## config.mk

```make
export PLATFORM = sky130hd
export DESIGN_NAME = stream_find_and_replace_unit
export DESIGN_NICKNAME = d
export VERILOG_FILES = /design/src/sv/sfr_pkg.sv /design/src/sv/sfr_front.sv /design/src/sv/sfr_queue.sv /design/src/sv/sfr_back.sv /design/src/sv/stream_find_and_replace_unit.sv
export VERILOG_INCLUDE_DIRS = /design/src /design/src/sv
export SDC_FILE = /design/constraint.sdc
export NUM_CORES = 1
export LEC_CHECK = 0
export ABC_AREA = 1
export BUFFER_PORTS_ARGS = -buffer_cell sky130_fd_sc_hd__buf_2
export CAP_MARGIN = 30
export CORE_ASPECT_RATIO = 1.5
export CORE_MARGIN = 5
export CORE_UTILIZATION = 50
export DETAILED_ROUTE_END_ITERATION = 8
export PLACE_DENSITY = 0.81
export SLEW_MARGIN = 10
export SYNTH_ARGS = -nofsm -noshare
export SYNTH_HDL_FRONTEND = slang
export SYNTH_SLANG_ARGS = --single-unit
```

## constraint.sdc

```tcl
create_clock -name clk -period 6.4 [get_ports clk]
set_input_delay 0.96 -clock clk [delete_from_list [all_inputs] [get_ports clk]]
set_output_delay 0.96 -clock clk [all_outputs]
set_load 0.03 [all_outputs]
```

## src/sv/assert_macros.svh

```systemverilog
// assertion macros shared by the rtl files
`ifndef ASSERT_MACROS_SVH
`define ASSERT_MACROS_SVH

// combinational check sampled every cycle outside reset
`define SFR_ASSERT_ALWAYS(label, expr, msg) \
    label: assert property (@(posedge clk) disable iff (!rst_n) (expr)) \
        else $error(msg);

// same-cycle implication
`define SFR_ASSERT_IMPL(label, ante, cons, msg) \
    label: assert property (@(posedge clk) disable iff (!rst_n) (ante) |-> (cons)) \
        else $error(msg);

// next-cycle implication
`define SFR_ASSERT_NEXT(label, ante, cons, msg) \
    label: assert property (@(posedge clk) disable iff (!rst_n) (ante) |=> (cons)) \
        else $error(msg);

`endif

```

## src/sv/sfr_pkg.sv

```systemverilog
`default_nettype none

package sfr_pkg;

    localparam int MAX_PATTERN = 8;
    localparam int MAX_REPLACE = 8;
    localparam int JOB_BYTES   = 8;
    localparam int BYTE_W      = 8;
    localparam int COUNT_W     = 16;
    localparam int CFG_DATA_W  = 64;
    localparam int CFG_INDEX_W = 2;
    localparam int LEN_W       = 4;
    localparam int JOB_CNT_W   = $clog2(JOB_BYTES + 1);
    localparam int QUEUE_DEPTH = 4;

    typedef enum logic [CFG_INDEX_W-1:0] {
        CFG_PATTERN_BYTES      = 2'd0,
        CFG_PATTERN_LENGTH     = 2'd1,
        CFG_REPLACEMENT_BYTES  = 2'd2,
        CFG_REPLACEMENT_LENGTH = 2'd3
    } cfg_index_t;

    // one classified input byte: the beats it causes
    typedef struct packed {
        logic [JOB_BYTES*BYTE_W-1:0] bytes;
        logic [JOB_CNT_W-1:0]        cnt;
        logic                        last;
        logic [COUNT_W-1:0]          count;
    } job_t;

endpackage

`default_nettype wire

```

## src/sv/sfr_front.sv

```systemverilog
`default_nettype none

module sfr_front #(
    parameter int MAX_PATTERN = sfr_pkg::MAX_PATTERN,
    parameter int MAX_REPLACE = sfr_pkg::MAX_REPLACE
) (
    input  wire logic                                clk,
    input  wire logic                                rst_n,
    input  wire logic                                cfg_we,
    input  wire logic [sfr_pkg::CFG_INDEX_W-1:0]     cfg_index,
    input  wire logic [sfr_pkg::CFG_DATA_W-1:0]      cfg_data,
    input  wire logic                                in_valid,
    input  wire logic [sfr_pkg::BYTE_W-1:0]          in_byte,
    input  wire logic                                in_last,
    input  wire logic                                queue_full,
    output logic                                     push,
    output sfr_pkg::job_t                            job
);

    localparam int BW     = sfr_pkg::BYTE_W;
    localparam int LW     = sfr_pkg::LEN_W;
    localparam int FILL_W = $clog2(MAX_PATTERN + 1);

    logic [MAX_PATTERN*BW-1:0]  pat_reg;
    logic [LW-1:0]              plen_raw_reg;
    logic [MAX_REPLACE*BW-1:0]  rep_reg;
    logic [LW-1:0]              rlen_raw_reg;
    logic [BW-1:0]              window_reg [MAX_PATTERN];
    logic [BW-1:0]              window_next [MAX_PATTERN];
    logic [FILL_W-1:0]          fill_reg;
    logic [FILL_W-1:0]          fill_next;
    logic [sfr_pkg::COUNT_W-1:0] count_reg;
    logic [sfr_pkg::COUNT_W-1:0] count_next;

    logic [BW-1:0]              wnew [MAX_PATTERN];
    logic [LW-1:0]              plen;
    logic [LW-1:0]              rlen;
    logic [LW-1:0]              fill_inc;
    logic                       full_win;
    logic                       hit;
    logic                       accept;
    logic [sfr_pkg::COUNT_W-1:0] count_step;

    assign accept = in_valid && !queue_full;

    always_comb
    begin
        if (plen_raw_reg == '0)
            plen = LW'(1);
        else if (plen_raw_reg > LW'(MAX_PATTERN))
            plen = LW'(MAX_PATTERN);
        else
            plen = plen_raw_reg;
        if (rlen_raw_reg > LW'(MAX_REPLACE))
            rlen = LW'(MAX_REPLACE);
        else
            rlen = rlen_raw_reg;
    end

    always_comb
    begin
        for (int i = 0; i < MAX_PATTERN; i++)
        begin
            wnew[i] = (fill_reg == FILL_W'(i)) ? in_byte : window_reg[i];
        end
        fill_inc = LW'(fill_reg) + LW'(1);
        full_win = (fill_inc == plen);
        hit = full_win;
        for (int i = 0; i < MAX_PATTERN; i++)
        begin
            if ((LW'(i) < plen) && (wnew[i] != pat_reg[i*BW +: BW]))
                hit = 1'b0;
        end
    end

    always_comb
    begin
        job        = '0;
        job.last   = in_last;
        count_step = count_reg;
        for (int i = 0; i < MAX_PATTERN; i++)
        begin
            window_next[i] = wnew[i];
        end
        fill_next = FILL_W'(fill_inc);
        if (hit)
        begin
            job.bytes[MAX_REPLACE*BW-1:0] = rep_reg;
            job.cnt   = sfr_pkg::JOB_CNT_W'(rlen);
            fill_next = '0;
            if (count_reg != '1)
                count_step = count_reg + sfr_pkg::COUNT_W'(1);
        end
        else
        begin
            for (int i = 0; i < MAX_PATTERN; i++)
            begin
                job.bytes[i*BW +: BW] = wnew[i];
            end
            if (full_win)
            begin
                job.cnt = in_last ? sfr_pkg::JOB_CNT_W'(plen) : sfr_pkg::JOB_CNT_W'(1);
                for (int i = 0; i < MAX_PATTERN - 1; i++)
                begin
                    window_next[i] = wnew[i+1];
                end
                fill_next = FILL_W'(plen - LW'(1));
            end
            else
            begin
                job.cnt = in_last ? sfr_pkg::JOB_CNT_W'(fill_inc) : '0;
            end
        end
        job.count = count_step;
        count_next = count_step;
        if (in_last)
        begin
            fill_next  = '0;
            count_next = '0;
        end
        push = accept && ((job.cnt != '0) || in_last);
    end

    always_ff @(posedge clk)
    begin
        if (accept)
        begin
            for (int i = 0; i < MAX_PATTERN; i++)
            begin
                window_reg[i] <= window_next[i];
            end
        end
    end

    always_ff @(posedge clk or negedge rst_n)
    begin
        if (!rst_n)
        begin
            pat_reg      <= '0;
            plen_raw_reg <= LW'(1);
            rep_reg      <= '0;
            rlen_raw_reg <= '0;
            fill_reg     <= '0;
            count_reg    <= '0;
        end
        else
        begin
            if (accept)
            begin
                fill_reg  <= fill_next;
                count_reg <= count_next;
            end
            if (cfg_we)
            begin
                unique case (sfr_pkg::cfg_index_t'(cfg_index))
                    sfr_pkg::CFG_PATTERN_BYTES:
                        pat_reg <= cfg_data[MAX_PATTERN*BW-1:0];
                    sfr_pkg::CFG_PATTERN_LENGTH:
                    begin
                        plen_raw_reg <= cfg_data[LW-1:0];
                        fill_reg     <= '0;
                    end
                    sfr_pkg::CFG_REPLACEMENT_BYTES:
                        rep_reg <= cfg_data[MAX_REPLACE*BW-1:0];
                    sfr_pkg::CFG_REPLACEMENT_LENGTH:
                        rlen_raw_reg <= cfg_data[LW-1:0];
                    default:
                        rlen_raw_reg <= rlen_raw_reg;
                endcase
            end
        end
    end

`include "assert_macros.svh"

    `SFR_ASSERT_ALWAYS(a_fill_below_plen, LW'(fill_reg) < plen, "window fill reached pattern length")
    `SFR_ASSERT_NEXT(a_last_clears_fill, accept && in_last && !cfg_we, fill_reg == '0, "window not emptied after end of string")

endmodule

`default_nettype wire

```

## src/sv/sfr_queue.sv

```systemverilog
`default_nettype none

module sfr_queue #(
    parameter int DEPTH = sfr_pkg::QUEUE_DEPTH
) (
    input  wire logic           clk,
    input  wire logic           rst_n,
    input  wire logic           push,
    input  wire sfr_pkg::job_t  push_job,
    input  wire logic           pop,
    output sfr_pkg::job_t       head,
    output logic                not_empty,
    output logic                full
);

    localparam int PTR_W = (DEPTH > 1) ? $clog2(DEPTH) : 1;
    localparam int CNT_W = $clog2(DEPTH + 1);

    sfr_pkg::job_t      mem_reg [DEPTH];
    logic [PTR_W-1:0]   wr_ptr_reg;
    logic [PTR_W-1:0]   rd_ptr_reg;
    logic [CNT_W-1:0]   count_reg;

    function automatic logic [PTR_W-1:0] ptr_inc(input logic [PTR_W-1:0] p);
        ptr_inc = (p == PTR_W'(DEPTH - 1)) ? '0 : p + PTR_W'(1);
    endfunction

    assign head      = mem_reg[rd_ptr_reg];
    assign not_empty = (count_reg != '0);
    assign full      = (count_reg == CNT_W'(DEPTH));

    always_ff @(posedge clk)
    begin
        if (push)
            mem_reg[wr_ptr_reg] <= push_job;
    end

    always_ff @(posedge clk or negedge rst_n)
    begin
        if (!rst_n)
        begin
            wr_ptr_reg <= '0;
            rd_ptr_reg <= '0;
            count_reg  <= '0;
        end
        else
        begin
            if (push)
                wr_ptr_reg <= ptr_inc(wr_ptr_reg);
            if (pop)
                rd_ptr_reg <= ptr_inc(rd_ptr_reg);
            if (push && !pop)
                count_reg <= count_reg + CNT_W'(1);
            else if (pop && !push)
                count_reg <= count_reg - CNT_W'(1);
        end
    end

`include "assert_macros.svh"

    `SFR_ASSERT_ALWAYS(a_no_overflow, !(push && full), "push into full queue")
    `SFR_ASSERT_ALWAYS(a_no_underflow, !(pop && !not_empty), "pop from empty queue")

endmodule

`default_nettype wire

```

## src/sv/sfr_back.sv

```systemverilog
`default_nettype none

module sfr_back (
    input  wire logic                            clk,
    input  wire logic                            rst_n,
    input  wire sfr_pkg::job_t                   head,
    input  wire logic                            head_valid,
    output logic                                 pop,
    output logic                                 out_valid,
    input  wire logic                            out_stall,
    output logic [sfr_pkg::BYTE_W-1:0]           out_byte,
    output logic                                 byte_valid,
    output logic                                 run_last,
    output logic                                 string_end,
    output logic [sfr_pkg::COUNT_W-1:0]          match_count
);

    localparam int BW    = sfr_pkg::BYTE_W;
    localparam int CW    = sfr_pkg::JOB_CNT_W;
    localparam int IDX_W = (sfr_pkg::JOB_BYTES > 1) ? $clog2(sfr_pkg::JOB_BYTES) : 1;

    logic [IDX_W-1:0]            idx_reg;
    logic                        out_valid_reg;
    logic [BW-1:0]               out_byte_reg;
    logic                        byte_valid_reg;
    logic                        run_last_reg;
    logic                        string_end_reg;
    logic [sfr_pkg::COUNT_W-1:0] match_count_reg;

    logic                        load;
    logic                        bare;
    logic                        last_beat;

    assign bare      = (head.cnt == '0);
    assign last_beat = bare || (CW'(idx_reg) == head.cnt - CW'(1));
    assign load      = head_valid && (!out_valid_reg || !out_stall);
    assign pop       = load && last_beat;

    always_ff @(posedge clk)
    begin
        if (load)
        begin
            out_byte_reg    <= bare ? '0 : head.bytes[idx_reg*BW +: BW];
            byte_valid_reg  <= !bare;
            run_last_reg    <= last_beat;
            string_end_reg  <= last_beat && head.last;
            match_count_reg <= head.count;
        end
    end

    always_ff @(posedge clk or negedge rst_n)
    begin
        if (!rst_n)
        begin
            idx_reg       <= '0;
            out_valid_reg <= 1'b0;
        end
        else
        begin
            if (load)
                idx_reg <= last_beat ? '0 : idx_reg + IDX_W'(1);
            if (load)
                out_valid_reg <= 1'b1;
            else if (!out_stall)
                out_valid_reg <= 1'b0;
        end
    end

    assign out_valid   = out_valid_reg;
    assign out_byte    = out_byte_reg;
    assign byte_valid  = byte_valid_reg;
    assign run_last    = run_last_reg;
    assign string_end  = string_end_reg;
    assign match_count = match_count_reg;

`include "assert_macros.svh"

    `SFR_ASSERT_IMPL(a_end_is_run_last, out_valid_reg && string_end_reg, run_last_reg, "string end without run end")
    `SFR_ASSERT_NEXT(a_mid_run_continues, pop == 1'b0 && load, idx_reg != '0, "beat index did not advance")

endmodule

`default_nettype wire

```

## src/sv/stream_find_and_replace_unit.sv

```systemverilog
// channel  | direction | handshake           | beat
// ---------+-----------+---------------------+-----------------------------------------
// input    | in        | in_valid / in_stall | in_byte, in_last
// output   | out       | out_valid/out_stall | out_byte, byte_valid, run_last,
//          |           |                     | string_end, match_count
// config   | in        | cfg_we              | cfg_index, cfg_data
// one input beat accepted per cycle while the job queue has room (four jobs)
// each input beat yields 0 to 8 output beats, sent one per cycle from the queue head while out_stall is low
// a replacement of n bytes is sent as n output beats; a beat passes the queue memory and the output register
// in_stall rises only when the queue is full; out_stall freezes a valid beat in the output register
// rst_n clears window fill, match count, queue and config to reset values
`default_nettype none

module stream_find_and_replace_unit #(
    parameter int MAX_PATTERN = sfr_pkg::MAX_PATTERN,
    parameter int MAX_REPLACE = sfr_pkg::MAX_REPLACE
) (
    input  wire logic                            clk,
    input  wire logic                            rst_n,
    input  wire logic                            cfg_we,
    input  wire logic [sfr_pkg::CFG_INDEX_W-1:0] cfg_index,
    input  wire logic [sfr_pkg::CFG_DATA_W-1:0]  cfg_data,
    input  wire logic                            in_valid,
    output logic                                 in_stall,
    input  wire logic [sfr_pkg::BYTE_W-1:0]      in_byte,
    input  wire logic                            in_last,
    output logic                                 out_valid,
    input  wire logic                            out_stall,
    output logic [sfr_pkg::BYTE_W-1:0]           out_byte,
    output logic                                 byte_valid,
    output logic                                 run_last,
    output logic                                 string_end,
    output logic [sfr_pkg::COUNT_W-1:0]          match_count
);

    sfr_pkg::job_t push_job;
    sfr_pkg::job_t head;
    logic          push;
    logic          pop;
    logic          not_empty;
    logic          full;

    assign in_stall = full;

    sfr_front #(
        .MAX_PATTERN (MAX_PATTERN),
        .MAX_REPLACE (MAX_REPLACE)
    ) u_front (
        .clk        (clk),
        .rst_n      (rst_n),
        .cfg_we     (cfg_we),
        .cfg_index  (cfg_index),
        .cfg_data   (cfg_data),
        .in_valid   (in_valid),
        .in_byte    (in_byte),
        .in_last    (in_last),
        .queue_full (full),
        .push       (push),
        .job        (push_job)
    );

    sfr_queue #(
        .DEPTH (sfr_pkg::QUEUE_DEPTH)
    ) u_queue (
        .clk       (clk),
        .rst_n     (rst_n),
        .push      (push),
        .push_job  (push_job),
        .pop       (pop),
        .head      (head),
        .not_empty (not_empty),
        .full      (full)
    );

    sfr_back u_back (
        .clk         (clk),
        .rst_n       (rst_n),
        .head        (head),
        .head_valid  (not_empty),
        .pop         (pop),
        .out_valid   (out_valid),
        .out_stall   (out_stall),
        .out_byte    (out_byte),
        .byte_valid  (byte_valid),
        .run_last    (run_last),
        .string_end  (string_end),
        .match_count (match_count)
    );

endmodule

`default_nettype wire
```

# == After elaboration in Yosys (flattened, before gate mapping) ==
# Memories as Yosys holds them, arrays and structs flattened.
# Index checks and enable logic that the tools add are counted.
# word_totals
regBits,194
memories,2
ram_bits,404
out_inout_bits,29
wordCells,143
# mem_list
name,depth,word_bits,read_ports,rd_ports_with_merged_regs,write_ports,line,text
u_queue.mem_reg,4,85,1,0,1,sfr_queue.sv:19,sfr_pkg::job_t mem_reg [DEPTH];
u_front.window_reg,8,8,8,0,8,sfr_front.sv:28,logic [BW-1:0] window_reg [MAX_PATTERN];
# op_classes
n_reduce_logical,35
shift,1
magnitude_cmp,10
muxes,45
n_eq_ne,25
addsub,9
# op_table
cell,n
56-bit two-way mux,2
68-bit two-way mux,1
8-bit two-way mux,8
8-bit inequality test,8
64-bit by 7-bit variable part select with 8-bit output,1
16-bit two-way mux,3
4-bit two-way mux,12
"16-bit by 1-bit adder with 16-bit output, second input constant",1
"4-bit by 3-bit == test with 1-bit output, second input constant",4
"3-bit by 4-bit less-than comparator with 1-bit output, first input constant",4
"16-bit inequality test, second input constant",1
1-bit logical AND,15
1-bit two-way mux,14
4-bit zero test,3
3-bit two-way mux,3
"2-bit == test, second input constant",4
"4-bit by 2-bit == test with 1-bit output, second input constant",2
"4-bit greater-than comparator, second input constant",2
"1-bit by 4-bit less-than comparator with 1-bit output, first input constant",2
"2-bit by 4-bit less-than comparator with 1-bit output, first input constant",2
2-bit AND reduction,4
"4-bit by 1-bit subtractor with 4-bit output, second input constant",2
"3-bit by 1-bit adder with 3-bit output, second input constant",2
1-bit zero test,6
other kinds (15),19

# == Longest topological paths before layout ==
# logic_depth
depth_word,21
mapped_depth,31
ltp_nobuf,29

# == Cells and area by module ==
# From an unflattened synthesis, not the netlist that was laid out.
# hier_totals
hier_cells,3046
hier_area_um2,28352.2
# modules_own_cells
mod,n_inst,cells_each,area_each_um2
sfr_queue,1,1045,13850.8
sfr_front,1,1798,12752.2
sfr_back,1,203,1749.2

# == Least setup slack after synthesis ==
# Ideal clock, no wire load.
# synth_path
kind,in2reg
start,in in_byte[1] (netlist name)
end,mem u_queue.mem_reg[0][0] (netlist name) (enable)
required_time_ps,5871
stages,17
arrival_time_ps,6135
setup_slack_ps,-264
n_path_buf,1
setup_time_ps,529
cell_sequence,clkbuf_1 inv_1 o21ai_2 nand2_1 nand2_1 nand2_1 nor2_1 nand2_1 nand2_1 nand2_1 nor2_4 nand3b_1 nand2_1 nor2_1 nand2_1 nand2_2 nor2_1
# synth_lines
item,line,text
from (decl),stream_find_and_replace_unit.sv:25,"input wire logic [sfr_pkg::BYTE_W-1:0] in_byte,"
to (decl),sfr_queue.sv:19,

==> flow_metrics.env <==
export IMPL_grt_antenna_before_repair=1
export IMPL_routed_via_count=20670
export IMPL_cts_root_buffer_cell="sky130_fd_sc_hd__clkbuf_16"
export IMPL_placementRows=105
export IMPL_yosys_cell_types_count=44
export IMPL_fmaxAchievable_mhz=196.6
export IMPL_gp_routability_congestion=0.9709
export IMPL_wire_per_inst_um=20.06
export IMPL_synth_top_area_share_pct=47.41
export IMPL_ys_top_cells_by_count="sky130_fd_sc_hd__nand2_1, sky130_fd_sc_hd__edfxtp_1, sky130_fd_sc_hd__o21ai_0"
export IMPL_area_delta_synth_final_pct=11.06
export IMPL_tritoncts_num_sinks=598
export IMPL_cts_resized=0
export IMPL_postSynthRegisterBits=598
export IMPL_drt_drc=0
export IMPL_final_setup_skew_ps=36.90
export IMPL_placeableCoreArea_sq_mm=0.05439
export IMPL_synth_warning_count=0
export IMPL_postCtsSetupBuffers=0
export IMPL_clock_tree_htree_level_count=2
export IMPL_cp_end_kind="flip-flop"
export IMPL_die_h_um=296.2
export IMPL_avgViaCountPerCell=5.760
export IMPL_drt_pre_antenna_iters=9
export IMPL_maxSlewViolCount=0
export IMPL_hold_worst_slack_ps=350.6
export IMPL_post_route_cells_drive_above_1_share_pct=9.748
export IMPL_post_route_worst_setup_slack_ps=1314
export IMPL_maxCapViolCount=0
export IMPL_boundaryPins=109
export IMPL_critical_path_startpoint_type="flip-flop"
export IMPL_vias_in_the_first_global_route=20370
export IMPL_first_pass_grt_wire_length_um=111800
export IMPL_numPortBuffers=108
export IMPL_critical_path_max_fanout=27
export IMPL_final_instance_count_excl_fillers=3588
export IMPL_synth_nets=2907
export IMPL_initialDrtViolationCount=1974
export IMPL_drt_total_wl_um=71990
export IMPL_clock_tree_from_tritoncts="yes"
export IMPL_insertedDiodeCount=0
export IMPL_clkLatencyLatePin_ps=610
export IMPL_start_util_pct=50.19
export IMPL_worst_pin_slew_ps=995.2
export IMPL_number_of_enable_type_register_cells_in_the_synthesized_netlist=431
export IMPL_dpl_hpwl_um=47850
export IMPL_rsz_0062_raised_after_global_routing="false"
export IMPL_synth_async_sr_flop_share_pct=27.93
export IMPL_criticalPathCategory="reg -> reg"
export IMPL_synth_yosys_seq_area_share_pct=62.73
export IMPL_ctsHoldBuffers=0
export IMPL_design_final_nets=2946
export IMPL_power_leakage_uw=0.01258
export IMPL_fin_total_pwr_uw=14830
export IMPL_max_slew_margin_rel_pct=33.66
export IMPL_cellPowerDensity_mw_per_mm2=489.1
export IMPL_ys_dominant_reg_cell="sky130_fd_sc_hd__edfxtp_1"
export IMPL_arrival_ps=5560
export IMPL_clock_tree_buffer_depth=3
export IMPL_synth_area_per_cell_sq_um=9.718
export IMPL_fin_tns_setup_ps=0
export IMPL_overflow=0
export IMPL_run_status="finished clean"
export IMPL_final_period_minus_worst_setup_slack_ps=5086
export IMPL_worst_setup_hold_path_clk_slew_ps=70
export IMPL_drt_antenna_violating_nets=0
export IMPL_yosys_cell_count_top_type="sky130_fd_sc_hd__nand2_1"
export IMPL_gr_util_all_layers_pct=23.67
export IMPL_placedCellCount=3487
export IMPL_report_final_setup_viol=0
export IMPL_fp_dieW_um=200.8
export IMPL_detailedPlace_worstSlack_ps=1384
export IMPL_yosys_top_cells_area="sky130_fd_sc_hd__edfxtp_1, sky130_fd_sc_hd__dfrtp_1, sky130_fd_sc_hd__nand2_1"
export IMPL_path_type_of_the_worst_min_delay_path="in -> async"
export IMPL_synthesis_instances=2809
export IMPL_vdd_ir_drop_max_v=0.0003461
export IMPL_final_period_utilization_pct=79.47
export IMPL_synthDominantAreaCellType="sky130_fd_sc_hd__edfxtp_1"
export IMPL_fillers=4633
export IMPL_syn_area_sq_mm=0.02730
export IMPL_cts_made_buffers=53
export IMPL_cp_data_required_time_ps=6870
export IMPL_hold_viol_final=0
export IMPL_largest_net_degree_at_the_start_of_global_routing=103
export IMPL_die_area_sq_mm=0.05946
export IMPL_number_of_flip_flops_under_the_largest_register_name=340
[layout make-up]
type,instances,area (sq um),share of cell area (%)
multi-input combinational,1764,8457,27.90
inverter,292,1102,3.636
clock inverter,32,445.4,1.469
sequential,598,17130,56.50
timing repair buffer,139,869.6,2.868
clock buffer,68,1445,4.767
tap,695,869.6,2.868
[critical path, cell delays in order, from the launching register on]
cell and delay (ps):
sky130_fd_sc_hd__dfrtp_1 450, sky130_fd_sc_hd__inv_1 140, sky130_fd_sc_hd__ha_1 810, sky130_fd_sc_hd__nand2_1 490, sky130_fd_sc_hd__nand2_1 200, sky130_fd_sc_hd__nand2_1 110, sky130_fd_sc_hd__nand2_1 80, sky130_fd_sc_hd__nand2_1 40
sky130_fd_sc_hd__nor2_1 110, sky130_fd_sc_hd__nand2_1 110, sky130_fd_sc_hd__o21ai_1 140, sky130_fd_sc_hd__nand3_1 120, sky130_fd_sc_hd__nor2_4 190, sky130_fd_sc_hd__nand2_4 190, sky130_fd_sc_hd__nand2_1 120, sky130_fd_sc_hd__nand2_1 110
sky130_fd_sc_hd__nor2_1 120, sky130_fd_sc_hd__nand2_1 140, sky130_fd_sc_hd__nand2_2 260, sky130_fd_sc_hd__inv_1 80, sky130_fd_sc_hd__ha_1 190, sky130_fd_sc_hd__inv_1 100, sky130_fd_sc_hd__fa_1 390, sky130_fd_sc_hd__mux2_2 260
[routing by layer]
layer  global-route usage [%]  vias up  part of all wire (%)
li1                         -     9609                     -
met1                    29.00     9762                    37
met2                    40.55     1040                    49
met3                    3.074      256                   7.4
met4                    14.03        0                   6.7
met5                        0        -                     0
[worst paths after layout]
check | startpoint | to | slack (ps) | cells past startpoint
min in group clk | u_front.rep_reg[14] | u_front.rep_reg[14] | 490 | 2
max in group asynchronous | rst_n | u_front.pat_reg[24] | 5030 | 2
setup reg to reg | u_front.fill_reg[0] | u_queue.count_reg[1] | 1310 | 23
setup / recovery | u_front.fill_reg[0] | u_queue.count_reg[1] | 1310 | 23
hold / removal | rst_n | u_front.pat_reg[43] | 350 | 1
hold reg to reg | u_front.rep_reg[14] | u_front.rep_reg[14] | 490 | 2
[kinds of logic after synthesis]
logic type,Yosys count,share of synthesized area [%]
buffers and inverters,447,6.495
flip-flops,598,62.73
AND/OR/NAND/NOR,1111,16.67
XOR/XNOR,20,0.6417
multiplexers,1,0.04125
AO/OA/AOI/OAI,614,12.57
adder cells (fa/ha/maj),18,0.8525
[placed cells by master, fill, tap and decap left out, types with 13 or more instances in the layout]
| cell | instances |
|---|---|
| sky130_fd_sc_hd__a21oi_1 | 22 |
| sky130_fd_sc_hd__a31oi_1 | 13 |
| sky130_fd_sc_hd__buf_2 | 107 |
| sky130_fd_sc_hd__buf_4 | 25 |
| sky130_fd_sc_hd__clkbuf_16 | 55 |
| sky130_fd_sc_hd__dfrtp_1 | 164 |
| sky130_fd_sc_hd__edfxtp_1 | 431 |
| sky130_fd_sc_hd__ha_1 | 17 |
| sky130_fd_sc_hd__inv_1 | 269 |
| sky130_fd_sc_hd__inv_2 | 15 |
| sky130_fd_sc_hd__nand2_1 | 652 |
| sky130_fd_sc_hd__nand3_1 | 165 |
| sky130_fd_sc_hd__nand3b_1 | 13 |
| sky130_fd_sc_hd__nor2_1 | 240 |
| sky130_fd_sc_hd__o211ai_1 | 14 |
| sky130_fd_sc_hd__o21ai_0 | 418 |
| sky130_fd_sc_hd__o21ai_1 | 36 |
| sky130_fd_sc_hd__o221ai_1 | 47 |
| sky130_fd_sc_hd__o22ai_1 | 44 |
| sky130_fd_sc_hd__xor2_1 | 17 |
[report_power, final]
group	switching (uW)	total, uW	internal (uW)	leakage, uW
Sequential	464	6150	5690	0.00611
Clock	1440	3460	2010	0.000916
Combinational	3800	5220	1420	0.00555
[per-stage QoR]
stage	instance area, sq um	util [%]
2_1_floorplan	27300	-
3_5_place_dp	28400	52.21
5_1_grt	30320	55.74
3_3_place_gp	28330	52.09
4_1_cts	30290	55.69
6_report	30320	55.74
(Power assumes the default switching activity.)
